File: src/rtl/core/aef_pkg.sv
// Shared types, constants and codes of the adaptive EMA ADC filter.
`default_nettype none

package aef_pkg;

   // Fixed field and register widths.
   localparam int DATA_BITS      = 16;
   localparam int FRAC_BITS      = 16;
   localparam int ALPHA_BITS     = 16;
   localparam int CSR_INDEX_BITS = 2;

   // Default sample width in counts.
   localparam int SAMPLE_BITS_DEFAULT = 16;

   // Alpha selection constants.
   localparam logic [ALPHA_BITS-1:0] ALPHA_ONE = 16'd32768;
   localparam logic [DATA_BITS-1:0]  BIG_ERROR = 16'd35;
   localparam int ALPHA_SHIFT = 15;

   // Interpolation divide: 16-bit weight span times an error offset below 34,
   // divided by seven times a band below 34.
   localparam int OFFSET_BITS  = 6;
   localparam int DIV_NUM_BITS = ALPHA_BITS + OFFSET_BITS;
   localparam int DIV_DEN_BITS = 8;

   // Register reset values.
   localparam logic [DATA_BITS-1:0]  BAND_RESET      = 16'd4;
   localparam logic [ALPHA_BITS-1:0] WEIGHT_LO_RESET = 16'd1024;
   localparam logic [ALPHA_BITS-1:0] WEIGHT_HI_RESET = 16'd32768;

   // Register indexes.
   localparam logic [CSR_INDEX_BITS-1:0] CSR_BAND      = 2'd0;
   localparam logic [CSR_INDEX_BITS-1:0] CSR_WEIGHT_LO = 2'd1;
   localparam logic [CSR_INDEX_BITS-1:0] CSR_WEIGHT_HI = 2'd2;

   // Request types.
   localparam logic REQ_UPDATE = 1'b0;
   localparam logic REQ_RESEED = 1'b1;

   // Sequencer states.
   typedef enum logic [2:0] {
      ST_IDLE,
      ST_ERROR,
      ST_PICK,
      ST_DIVIDE,
      ST_MULTIPLY,
      ST_UPDATE,
      ST_DONE
   } state_type;

   // Divider control and status.
   typedef struct packed {
      logic start;
   } div_ctrl_type;

   typedef struct packed {
      logic busy;
      logic done;
   } div_stat_type;

   // Sequencer outputs to the datapath.
   typedef struct packed {
      logic req_ready;
      logic capture;
      logic seed_load;
      logic error_load;
      logic alpha_fixed_load;
      logic div_start;
      logic alpha_div_load;
      logic mul_load;
      logic upd_load;
      logic rsp_load;
   } seq_ctrl_type;

endpackage

`default_nettype wire

File: src/rtl/core/aef_ifs.sv
// Request and response channel interfaces of the adaptive EMA ADC filter.
`default_nettype none

interface aef_req_if;
   logic                           valid;
   logic                           ready;
   logic                           req_type;
   logic [aef_pkg::DATA_BITS-1:0]  sample;

   modport source (output valid, output req_type, output sample, input ready);
   modport sink   (input valid, input req_type, input sample, output ready);
endinterface

interface aef_rsp_if;
   logic                           valid;
   logic                           ready;
   logic [aef_pkg::DATA_BITS-1:0]  filtered;

   modport source (output valid, output filtered, input ready);
   modport sink   (input valid, input filtered, output ready);
endinterface

`default_nettype wire

File: src/rtl/core/aef_divider.sv
// Iterative restoring divider, one quotient bit per cycle.
`default_nettype none

module aef_divider #(
   parameter int NUM_BITS = aef_pkg::DIV_NUM_BITS,
   parameter int DEN_BITS = aef_pkg::DIV_DEN_BITS
) (
   input  wire logic                 clock,
   input  wire logic                 reset,
   input  wire aef_pkg::div_ctrl_type ctrl,
   input  wire logic [NUM_BITS-1:0]  dividend,
   input  wire logic [DEN_BITS-1:0]  divisor,
   output aef_pkg::div_stat_type     stat,
   output logic      [NUM_BITS-1:0]  quotient
);
   import aef_pkg::*;

   localparam int CNT_BITS = (NUM_BITS > 1) ? $clog2(NUM_BITS) : 1;
   localparam logic [CNT_BITS-1:0] LAST_STEP = CNT_BITS'(NUM_BITS - 1);

   logic                busy_ff, busy_in;
   logic                done_ff, done_in;
   logic [CNT_BITS-1:0] count_ff, count_in;
   logic [NUM_BITS-1:0] quo_ff, quo_in;
   logic [DEN_BITS-1:0] rem_ff, rem_in;
   logic [DEN_BITS-1:0] den_ff, den_in;

   logic [DEN_BITS:0]   partial;
   logic [DEN_BITS:0]   trial;
   logic                fits;

   // One restoring step: bring down the next dividend bit and try to subtract.
   always_comb begin
      partial = {rem_ff, quo_ff[NUM_BITS-1]};
      trial   = partial - {1'b0, den_ff};
      fits    = partial >= {1'b0, den_ff};
   end

   // Next values of the iteration registers.
   always_comb begin
      busy_in  = busy_ff;
      done_in  = 1'b0;
      count_in = count_ff;
      quo_in   = quo_ff;
      rem_in   = rem_ff;
      den_in   = den_ff;
      if (ctrl.start) begin
         busy_in  = 1'b1;
         count_in = '0;
         quo_in   = dividend;
         rem_in   = '0;
         den_in   = divisor;
      end else if (busy_ff) begin
         quo_in   = {quo_ff[NUM_BITS-2:0], fits};
         rem_in   = fits ? trial[DEN_BITS-1:0] : partial[DEN_BITS-1:0];
         count_in = count_ff + 1'b1;
         if (count_ff == LAST_STEP) begin
            busy_in = 1'b0;
            done_in = 1'b1;
         end
      end
   end

   // Control registers take reset.
   always_ff @(posedge clock) begin
      if (reset) begin
         busy_ff  <= 1'b0;
         done_ff  <= 1'b0;
         count_ff <= '0;
      end else begin
         busy_ff  <= busy_in;
         done_ff  <= done_in;
         count_ff <= count_in;
      end
   end

   // Working registers need no reset.
   always_ff @(posedge clock) begin
      quo_ff <= quo_in;
      rem_ff <= rem_in;
      den_ff <= den_in;
   end

   assign stat.busy = busy_ff;
   assign stat.done = done_ff;
   assign quotient  = quo_ff;

   // A new divide is only started when the unit is free.
   a_start_idle: assert property (@(posedge clock) disable iff (reset)
      ctrl.start |-> !busy_ff)
      else $error("divider started while busy");

   // Completion follows the last step and clears busy.
   a_done_after_last: assert property (@(posedge clock) disable iff (reset)
      (busy_ff && !ctrl.start && count_ff == LAST_STEP) |=> (done_ff && !busy_ff))
      else $error("divider did not complete after its last step");

   // Done and busy never show together.
   a_done_not_busy: assert property (@(posedge clock) disable iff (reset)
      done_ff |-> !busy_ff)
      else $error("divider done while still busy");

endmodule

`default_nettype wire

File: src/rtl/core/adaptive_ema_adc_filter.sv
// Adaptive exponential moving average filter for ADC samples (top level).
//
// Requests arrive on req_if (valid/ready): req_type 0 filters the sample into
// the Q16.16 level, req_type 1 reseeds the level to the sample. Each request
// yields exactly one response on rsp_if carrying the integer part of the level.
// Only the low SAMPLE_BITS bits of a sample are used.
// One request is worked on at a time; req_if.ready is high only when the
// sequencer is idle. A reseed, or the first update after reset, goes from
// ST_ERROR straight to ST_DONE. An update with a fixed weight passes through
// ST_PICK, ST_MULTIPLY and ST_UPDATE; one whose weight is interpolated inside
// the adaptive band also waits in ST_DIVIDE for the 22-step restoring divider.
// The response sits in an output register, so the next request is accepted
// while a response still waits; a finished request holds in the sequencer
// until that register is free, so a stalled receiver loses nothing.
// Reset (synchronous, active high) clears the level and the seeded flag and
// loads the register defaults: band 4, low weight 1024, high weight 32768.
// Registers are written through csr_we/csr_index/csr_wdata; the user must
// write them only while idle, which the block does not enforce; index 3 is ignored.
`default_nettype none

module adaptive_ema_adc_filter #(
   parameter int SAMPLE_BITS = aef_pkg::SAMPLE_BITS_DEFAULT
) (
   input  wire logic                                clock,
   input  wire logic                                reset,
   aef_req_if.sink                                  req_if,
   aef_rsp_if.source                                rsp_if,
   input  wire logic                                csr_we,
   input  wire logic [aef_pkg::CSR_INDEX_BITS-1:0]  csr_index,
   input  wire logic [aef_pkg::DATA_BITS-1:0]       csr_wdata
);
   import aef_pkg::*;

   localparam int LEVEL_BITS = SAMPLE_BITS + FRAC_BITS;
   localparam int PROD_BITS  = ALPHA_BITS + LEVEL_BITS;
   localparam int STEP_BITS  = PROD_BITS + 1 - ALPHA_SHIFT;
   localparam int NEXT_BITS  = STEP_BITS + 2;
   localparam logic [LEVEL_BITS-1:0] LEVEL_TOP = {{SAMPLE_BITS{1'b1}}, {FRAC_BITS{1'b0}}};
   localparam logic [PROD_BITS:0]    ROUND_UP  = (PROD_BITS + 1)'((1 << ALPHA_SHIFT) - 1);

   // Configuration registers.
   logic [DATA_BITS-1:0]  band_ff;
   logic [ALPHA_BITS-1:0] amin_ff;
   logic [ALPHA_BITS-1:0] amax_ff;

   // Sequencer.
   state_type    state_ff, state_in;
   seq_ctrl_type ctrl;

   // Filter state and working registers.
   logic [LEVEL_BITS-1:0]  level_ff, level_in;
   logic                   seeded_ff;
   logic                   type_ff;
   logic [SAMPLE_BITS-1:0] x_ff;
   logic [SAMPLE_BITS-1:0] error_ff;
   logic [ALPHA_BITS-1:0]  alpha_ff, alpha_in;
   logic [PROD_BITS-1:0]   prod_ff;
   logic                   up_ff;
   logic [DATA_BITS-1:0]   result_ff, result_in;

   // Response register.
   logic                   rsp_valid_ff;
   logic [DATA_BITS-1:0]   rsp_data_ff;

   // Divider connection.
   div_ctrl_type              div_ctrl;
   div_stat_type              div_stat;
   logic [DIV_NUM_BITS-1:0]   div_num;
   logic [DIV_DEN_BITS-1:0]   div_den;
   logic [DIV_NUM_BITS-1:0]   div_quo;

   // Combinational datapath signals.
   logic                   take_seed;
   logic [SAMPLE_BITS-1:0] y_int;
   logic [SAMPLE_BITS-1:0] abs_err;
   logic [DATA_BITS-1:0]   err16;
   logic [DATA_BITS+2:0]   band_hi;
   logic                   interp;
   logic [ALPHA_BITS-1:0]  alpha_fixed;
   logic [ALPHA_BITS-1:0]  weight_span;
   logic [DATA_BITS-1:0]   err_off_w;
   logic [OFFSET_BITS-1:0] err_off;
   logic [OFFSET_BITS-1:0] band6;
   logic [OFFSET_BITS+2:0] span_w;
   logic [DIV_NUM_BITS-1:0] interp_prod;
   logic [LEVEL_BITS-1:0]  x_q16;
   logic                   up_dir;
   logic [LEVEL_BITS-1:0]  level_gap;
   logic [PROD_BITS-1:0]   prod_in;
   logic [PROD_BITS:0]     rounded;
   logic [STEP_BITS-1:0]   step;
   logic signed [NEXT_BITS-1:0] next_level;
   logic [LEVEL_BITS-1:0]  level_upd;

   // Configuration writes.
   always_ff @(posedge clock) begin
      if (reset) begin
         band_ff <= BAND_RESET;
         amin_ff <= WEIGHT_LO_RESET;
         amax_ff <= WEIGHT_HI_RESET;
      end else if (csr_we) begin
         unique case (csr_index)
            CSR_BAND:      band_ff <= csr_wdata;
            CSR_WEIGHT_LO: amin_ff <= csr_wdata;
            CSR_WEIGHT_HI: amax_ff <= csr_wdata;
            default: begin
            end
         endcase
      end
   end

   // Error between the sample and the integer part of the level.
   always_comb begin
      take_seed = (type_ff == REQ_RESEED) || !seeded_ff;
      y_int     = level_ff[LEVEL_BITS-1:FRAC_BITS];
      abs_err   = (x_ff >= y_int) ? (x_ff - y_int) : (y_int - x_ff);
   end

   // Weight selection in priority order; the interpolated case goes to the divider.
   always_comb begin
      err16   = DATA_BITS'(error_ff);
      band_hi = {band_ff, 3'b000};
      interp  = 1'b0;
      if (amax_ff < amin_ff) begin
         alpha_fixed = amin_ff;
      end else if (band_ff == '0) begin
         alpha_fixed = amax_ff;
      end else if (err16 <= band_ff) begin
         alpha_fixed = amin_ff;
      end else if (err16 >= BIG_ERROR) begin
         alpha_fixed = ALPHA_ONE;
      end else if ({3'b000, err16} >= band_hi) begin
         alpha_fixed = amax_ff;
      end else begin
         alpha_fixed = amin_ff;
         interp      = 1'b1;
      end
   end

   // Interpolation operands: band and error offset are both below 34 here.
   always_comb begin
      weight_span = amax_ff - amin_ff;
      err_off_w   = err16 - band_ff;
      err_off     = err_off_w[OFFSET_BITS-1:0];
      band6       = band_ff[OFFSET_BITS-1:0];
      span_w      = {band6, 3'b000} - (OFFSET_BITS + 3)'(band6);
      div_den     = span_w[DIV_DEN_BITS-1:0];
      interp_prod = DIV_NUM_BITS'(weight_span) * DIV_NUM_BITS'(err_off);
      div_num     = interp_prod + DIV_NUM_BITS'(div_den[DIV_DEN_BITS-1:1]);
   end

   // Weighted step toward the sample.
   always_comb begin
      x_q16     = {x_ff, {FRAC_BITS{1'b0}}};
      up_dir    = x_q16 >= level_ff;
      level_gap = up_dir ? (x_q16 - level_ff) : (level_ff - x_q16);
      prod_in   = PROD_BITS'(alpha_ff) * PROD_BITS'(level_gap);
   end

   // Shift with floor toward minus infinity, then clamp to the level range.
   always_comb begin
      rounded = up_ff ? (PROD_BITS + 1)'(prod_ff)
                      : (PROD_BITS + 1)'(prod_ff) + ROUND_UP;
      step    = rounded[PROD_BITS:ALPHA_SHIFT];
      if (up_ff) begin
         next_level = signed'(NEXT_BITS'(level_ff)) + signed'(NEXT_BITS'(step));
      end else begin
         next_level = signed'(NEXT_BITS'(level_ff)) - signed'(NEXT_BITS'(step));
      end
      if (next_level < 0) begin
         level_upd = '0;
      end else if (next_level > signed'(NEXT_BITS'(LEVEL_TOP))) begin
         level_upd = LEVEL_TOP;
      end else begin
         level_upd = next_level[LEVEL_BITS-1:0];
      end
   end

   // Sequencer next state.
   always_comb begin
      state_in = state_ff;
      unique case (state_ff)
         ST_IDLE:     if (req_if.valid) state_in = ST_ERROR;
         ST_ERROR:    state_in = take_seed ? ST_DONE : ST_PICK;
         ST_PICK:     state_in = interp ? ST_DIVIDE : ST_MULTIPLY;
         ST_DIVIDE:   if (div_stat.done) state_in = ST_MULTIPLY;
         ST_MULTIPLY: state_in = ST_UPDATE;
         ST_UPDATE:   state_in = ST_DONE;
         ST_DONE:     if (!rsp_valid_ff || rsp_if.ready) state_in = ST_IDLE;
         default:     state_in = ST_IDLE;
      endcase
   end

   // Sequencer outputs.
   always_comb begin
      ctrl = '0;
      unique case (state_ff)
         ST_IDLE: begin
            ctrl.req_ready = 1'b1;
            ctrl.capture   = req_if.valid;
         end
         ST_ERROR: begin
            ctrl.seed_load  = take_seed;
            ctrl.error_load = !take_seed;
         end
         ST_PICK: begin
            ctrl.div_start        = interp;
            ctrl.alpha_fixed_load = !interp;
         end
         ST_DIVIDE:   ctrl.alpha_div_load = div_stat.done;
         ST_MULTIPLY: ctrl.mul_load = 1'b1;
         ST_UPDATE:   ctrl.upd_load = 1'b1;
         ST_DONE:     ctrl.rsp_load = !rsp_valid_ff || rsp_if.ready;
         default: begin
         end
      endcase
   end

   assign req_if.ready   = ctrl.req_ready;
   assign div_ctrl.start = ctrl.div_start;

   // Next level, weight and result.
   always_comb begin
      level_in  = level_ff;
      alpha_in  = alpha_ff;
      result_in = result_ff;
      if (ctrl.seed_load) begin
         level_in  = x_q16;
         result_in = DATA_BITS'(x_ff);
      end
      if (ctrl.upd_load) begin
         level_in  = level_upd;
         result_in = DATA_BITS'(level_upd[LEVEL_BITS-1:FRAC_BITS]);
      end
      if (ctrl.alpha_fixed_load) begin
         alpha_in = alpha_fixed;
      end
      if (ctrl.alpha_div_load) begin
         alpha_in = amin_ff + div_quo[ALPHA_BITS-1:0];
      end
   end

   // Control and filter state registers.
   always_ff @(posedge clock) begin
      if (reset) begin
         state_ff     <= ST_IDLE;
         level_ff     <= '0;
         seeded_ff    <= 1'b0;
         rsp_valid_ff <= 1'b0;
      end else begin
         state_ff <= state_in;
         level_ff <= level_in;
         if (ctrl.seed_load) begin
            seeded_ff <= 1'b1;
         end
         if (ctrl.rsp_load) begin
            rsp_valid_ff <= 1'b1;
         end else if (rsp_if.ready) begin
            rsp_valid_ff <= 1'b0;
         end
      end
   end

   // Payload registers.
   always_ff @(posedge clock) begin
      if (ctrl.capture) begin
         type_ff <= req_if.req_type;
         x_ff    <= req_if.sample[SAMPLE_BITS-1:0];
      end
      if (ctrl.error_load) begin
         error_ff <= abs_err;
      end
      if (ctrl.mul_load) begin
         prod_ff <= prod_in;
         up_ff   <= up_dir;
      end
      if (ctrl.rsp_load) begin
         rsp_data_ff <= result_ff;
      end
      alpha_ff  <= alpha_in;
      result_ff <= result_in;
   end

   assign rsp_if.valid    = rsp_valid_ff;
   assign rsp_if.filtered = rsp_data_ff;

   // Iterative divider for the interpolated weight.
   aef_divider #(
      .NUM_BITS(DIV_NUM_BITS),
      .DEN_BITS(DIV_DEN_BITS)
   ) u_divider (
      .clock    (clock),
      .reset    (reset),
      .ctrl     (div_ctrl),
      .dividend (div_num),
      .divisor  (div_den),
      .stat     (div_stat),
      .quotient (div_quo)
   );

   // Once a request is taken, no other is taken in the next cycle.
   a_one_at_a_time: assert property (@(posedge clock) disable iff (reset)
      (req_if.valid && req_if.ready) |=> !req_if.ready)
      else $error("second request accepted while busy");

   // The level never leaves its clamped range.
   a_level_range: assert property (@(posedge clock) disable iff (reset)
      level_ff <= LEVEL_TOP)
      else $error("level above the clamp limit");

   // A finished request waits while the response register is full and stalled.
   a_done_holds: assert property (@(posedge clock) disable iff (reset)
      (state_ff == ST_DONE && rsp_valid_ff && !rsp_if.ready) |=> state_ff == ST_DONE)
      else $error("finished request left while the response was stalled");

   // Every response follows a seeding of the level.
   a_rsp_seeded: assert property (@(posedge clock) disable iff (reset)
      rsp_valid_ff |-> seeded_ff)
      else $error("response produced before the level was seeded");

endmodule

`default_nettype wire

File: src/flat_wrapper.sv
// flat-port wrapper written by rule: the top's interface ports become plain ports
module adaptive_ema_adc_filter_flat import aef_pkg::*;
#(
   parameter int SAMPLE_BITS = aef_pkg::SAMPLE_BITS_DEFAULT
)
  (clock, reset, csr_we, csr_index, csr_wdata, req_if_valid, req_if_req_type, req_if_sample, req_if_ready, rsp_if_valid, rsp_if_filtered, rsp_if_ready);
  aef_req_if req_if_i ();
  aef_rsp_if rsp_if_i ();
  input  wire logic clock;
  input  wire logic reset;
  input  wire logic csr_we;
  input  wire logic [aef_pkg::CSR_INDEX_BITS-1:0] csr_index;
  input  wire logic [aef_pkg::DATA_BITS-1:0] csr_wdata;
  input wire logic [$bits(req_if_i.valid)-1:0] req_if_valid;
  input wire logic [$bits(req_if_i.req_type)-1:0] req_if_req_type;
  input wire logic [$bits(req_if_i.sample)-1:0] req_if_sample;
  output wire logic [$bits(req_if_i.ready)-1:0] req_if_ready;
  output wire logic [$bits(rsp_if_i.valid)-1:0] rsp_if_valid;
  output wire logic [$bits(rsp_if_i.filtered)-1:0] rsp_if_filtered;
  input wire logic [$bits(rsp_if_i.ready)-1:0] rsp_if_ready;
  assign req_if_i.valid = req_if_valid;
  assign req_if_i.req_type = req_if_req_type;
  assign req_if_i.sample = req_if_sample;
  assign req_if_ready = req_if_i.ready;
  assign rsp_if_valid = rsp_if_i.valid;
  assign rsp_if_filtered = rsp_if_i.filtered;
  assign rsp_if_i.ready = rsp_if_ready;
  adaptive_ema_adc_filter #(.SAMPLE_BITS(SAMPLE_BITS)) u_core (.clock(clock), .reset(reset), .req_if(req_if_i), .rsp_if(rsp_if_i), .csr_we(csr_we), .csr_index(csr_index), .csr_wdata(csr_wdata));
endmodule
File: config.mk
export PLATFORM = sky130hd
export DESIGN_NAME = adaptive_ema_adc_filter_flat
export DESIGN_NICKNAME = d
export VERILOG_FILES = /design/src/rtl/core/aef_pkg.sv /design/src/rtl/core/aef_ifs.sv /design/src/rtl/core/aef_divider.sv /design/src/rtl/core/adaptive_ema_adc_filter.sv /design/src/flat_wrapper.sv
export SDC_FILE = /design/constraint.sdc
export NUM_CORES = 2
export LEC_CHECK = 0
export ABC_AREA = 1
export ABC_CLOCK_PERIOD_IN_PS = 11800
export BUFFER_PORTS_ARGS = -buffer_cell sky130_fd_sc_hd__buf_2
export CELL_PAD_IN_SITES_DETAIL_PLACEMENT = 0
export CELL_PAD_IN_SITES_GLOBAL_PLACEMENT = 1
export CORE_UTILIZATION = 53
export CTS_CLUSTER_SIZE = 30
export DETAILED_ROUTE_END_ITERATION = 6
export PLACE_DENSITY = 0.95
export SLEW_MARGIN = 40
export SYNTH_ARGS = -nofsm -noshare
export SYNTH_HDL_FRONTEND = slang
export SYNTH_HIERARCHICAL = 1
export SYNTH_SLANG_ARGS = --single-unit
File: constraint.sdc
create_clock -name clock -period 11.8 [get_ports clock]
set_clock_uncertainty 0.05 [all_clocks]
set_input_delay 3.54 -clock clock [delete_from_list [all_inputs] [get_ports clock]]
set_output_delay 3.54 -clock clock [all_outputs]
set_load 0.1 [all_outputs]
==> results list <==
* Remaining global-route overflow: 0
- Top cell by count, worst path: sky130_fd_sc_hd__inv_1
* Final setup viols: 0
- Area Growth Syn to Fin: 5.71%
- Gate family responsible for the most delay along the worst path: adder cells
* Level count of the clock H-tree: 2
- Total buffers and inverters traversed by the critical path: 11
* Mean post-synth cell area: 7.23 sq um
- Post-detailed-routing wire length: ~140000 microns
- Setup tns final: 0 ns
- Final Hold Slack: 0.366 ns
* Longest Clk Path Bufs: 3
- In the final layout, the multi-input gates occupy 29000 sq um.
- The later pin in the worst-skew pair is clocked with a latency of 0.57 ns.
* Area inside the core boundary: ~76000 sq um
- The number of hold buffers added after CTS was 0.
* Share of cells above drive strength 1: 0.0519
- The cell count after synthesis came out at ~5.7k.
- The slowest stage of the critical path is the sky130_fd_sc_hd__a21oi_1 cell.
- After clock tree synthesis, the repair step resized 0 gates.
- Maximum number of pins on one net before global-route repair: 54
- Setup repair after global routing left no endpoint under its margin.
- Net count of the mapped netlist: 6525
* Max-cap viol count: 0
* Number of synthesis warnings: 6
* Routed wirelength normalized by instance count: 20.2 microns
* Weighted congestion reported at the end of routability-driven placement: between 1 and 1.5
- The via count of the first global-routing pass is 36.8k.
* I/O pins: 58
- Number of routed nets with antenna violations: 0
- The final number of max-transition violations is 0.
- R2R setup slack: 1.63 ns
* Period utilization: 0.862
* CP arrival: roughly 10 ns
* Routed vias: 37.0k
- Slew at the pin closest to its max-slew limit: 0.938 ns
* Data required, critical path: roughly 12 ns
* Number of clock buffers inserted by TritonCTS: 34
- The number of hold violations in the final report was 0.
- The critical path in this run is classified as reg -> reg.
* Number of cell rows: 101
- The initial antenna violation count is 3.
* Most common cell after layout, fill and taps aside: sky130_fd_sc_hd__nand2_1
- Worst Hold Class: reg -> reg
- DRC violation total after the first TritonRoute iteration: 3136
- The initial utilization of the core area, before any placement, comes to 0.537.
- The largest single stage delay on the critical path is 0.77 ns.
* Endpoint class of the critical path: flip-flop
- Critical-path maximum fanout: 33
- Maximum achievable frequency: 0.0983 GHz
- The sequential cells in the finished layout cover a total of 6810 sq um.
* Launching element type of the critical path: flip-flop
* Count of filler cells inserted in the layout: 7452
* Commonest cells after routing, fill and taps aside: sky130_fd_sc_hd__nand2_1 (1501), sky130_fd_sc_hd__inv_1 (1135), sky130_fd_sc_hd__nor2_1 (531)
- Input and output buffers added on the ports amount to 57.
* Final Net Count: 6509
* Die Wd: approximately 280 microns
* Buffers inserted during post-CTS setup optimization: 0
* Number of clock sinks: 260
* Pre-antenna DRT Iters: 5
- Time the final worst path needs with I/O delays and setup: slightly above 10 ns
- The die covers approximately 78000 sq um.
* Post-DR vias/cell: 5.52
- Cell area after synthesis: 40900 sq um
- Relative slew margins: 0.374
- After clock tree synthesis, the clock-pin slew on the worst setup and hold paths is approximately 0.07 ns.
- Across every metal layer, demand over resource in global routing totals 0.351.
- OpenSTA, run right after detailed placement, puts the worst setup slack at 1.91 ns.
* Die extent in y: 280 microns
- The first global-routing pass estimated 210000 microns of wire.
* Detailed placer's ending HPWL: 111000 microns
- Clock tree synthesis selected as its root buffer the cell sky130_fd_sc_hd__clkbuf_16.
- Measured on the finished design, the core utilization comes to 0.567.
- Drt drc: 0
- Run status: finished clean
- Final worst slack: ~1.6 ns
- TritonCTS built the clock tree.
==> layout make-up <==
class,count,area share
diodes,1,0.0000579
clock buffers,40,0.0207
clock inverters,22,0.00509
inverters,1188,0.103
multi-input cells,4064,0.671
flip-flops and latches,260,0.157
well taps,1030,0.0298
repair buffers,92,0.0127
==> path summary, 6_finish.rpt <==
| path | depth (start not counted) | startpoint | endpoint |
|---|---|---|---|
| worst max-delay path | 36 | u_core/level_ff[24] | u_core/prod_ff[33] |
| worst min register to register | 0 | u_core/result_ff[15] | u_core/rsp_if.filtered[15] |
| worst min-delay path | 0 | u_core/result_ff[15] | u_core/rsp_if.filtered[15] |
| worst max register to register | 36 | u_core/level_ff[24] | u_core/prod_ff[33] |
==> registers in the layout, summed over array words and instances (netlist names), 3 cells and up <==
signal                     flops
u_core/amax_ff                16
u_core/u_divider/den_ff        8
u_core/amin_ff                16
u_core/band_ff                16
u_core/err16                  16
u_core/alpha_ff               16
u_core/result_ff              16
u_core/u_divider/rem_ff        8
u_core/rsp_if.filtered        16
u_core/u_divider/quotient     22
u_core/level_ff               32
u_core/x_ff                   16
u_core/state_ff                3
u_core/u_divider/count_ff      5
u_core/prod_ff                48
==> metal layers <==
| layer | vias up | part of all wire | track usage | routed length [microns] |
|---|---|---|---|---|
| li1 | 17300 | - | - | - |
| met1 | 17500 | 0.39 | 0.443 | 53100 |
| met2 | 1681 | 0.44 | 0.554 | 60000 |
| met3 | 392 | 0.098 | 0.0857 | 13300 |
| met4 | 2 | 0.067 | 0.196 | 9020 |
| met5 | - | 0.000089 | 0 | 12 |
==> worst reg2reg max path: cells and delay by family, from the launching register on <==
kind / cells / cell delay, ns
AND/OR/NAND/NOR: 10 / 1.81
buffers and inverters: 11 / 1.59
AO/OA/AOI/OAI: 6 / 1.72
flip-flops: 1 / 0.41
XOR/XNOR: 1 / 0.52
adder cells (fa/ha/maj): 8 / 3.78
==> metrics by stage <==
step                cells  cell area [sq um]
finish               6697              43200
global placement     6634              42100
floorplan            5656              40900
CTS                  6696              43200
detailed placement   6634              42100
global route         6696              43200
Power is not shown: default switching activity piles up to over one toggle a cycle in this logic, so the estimate is an artifact.
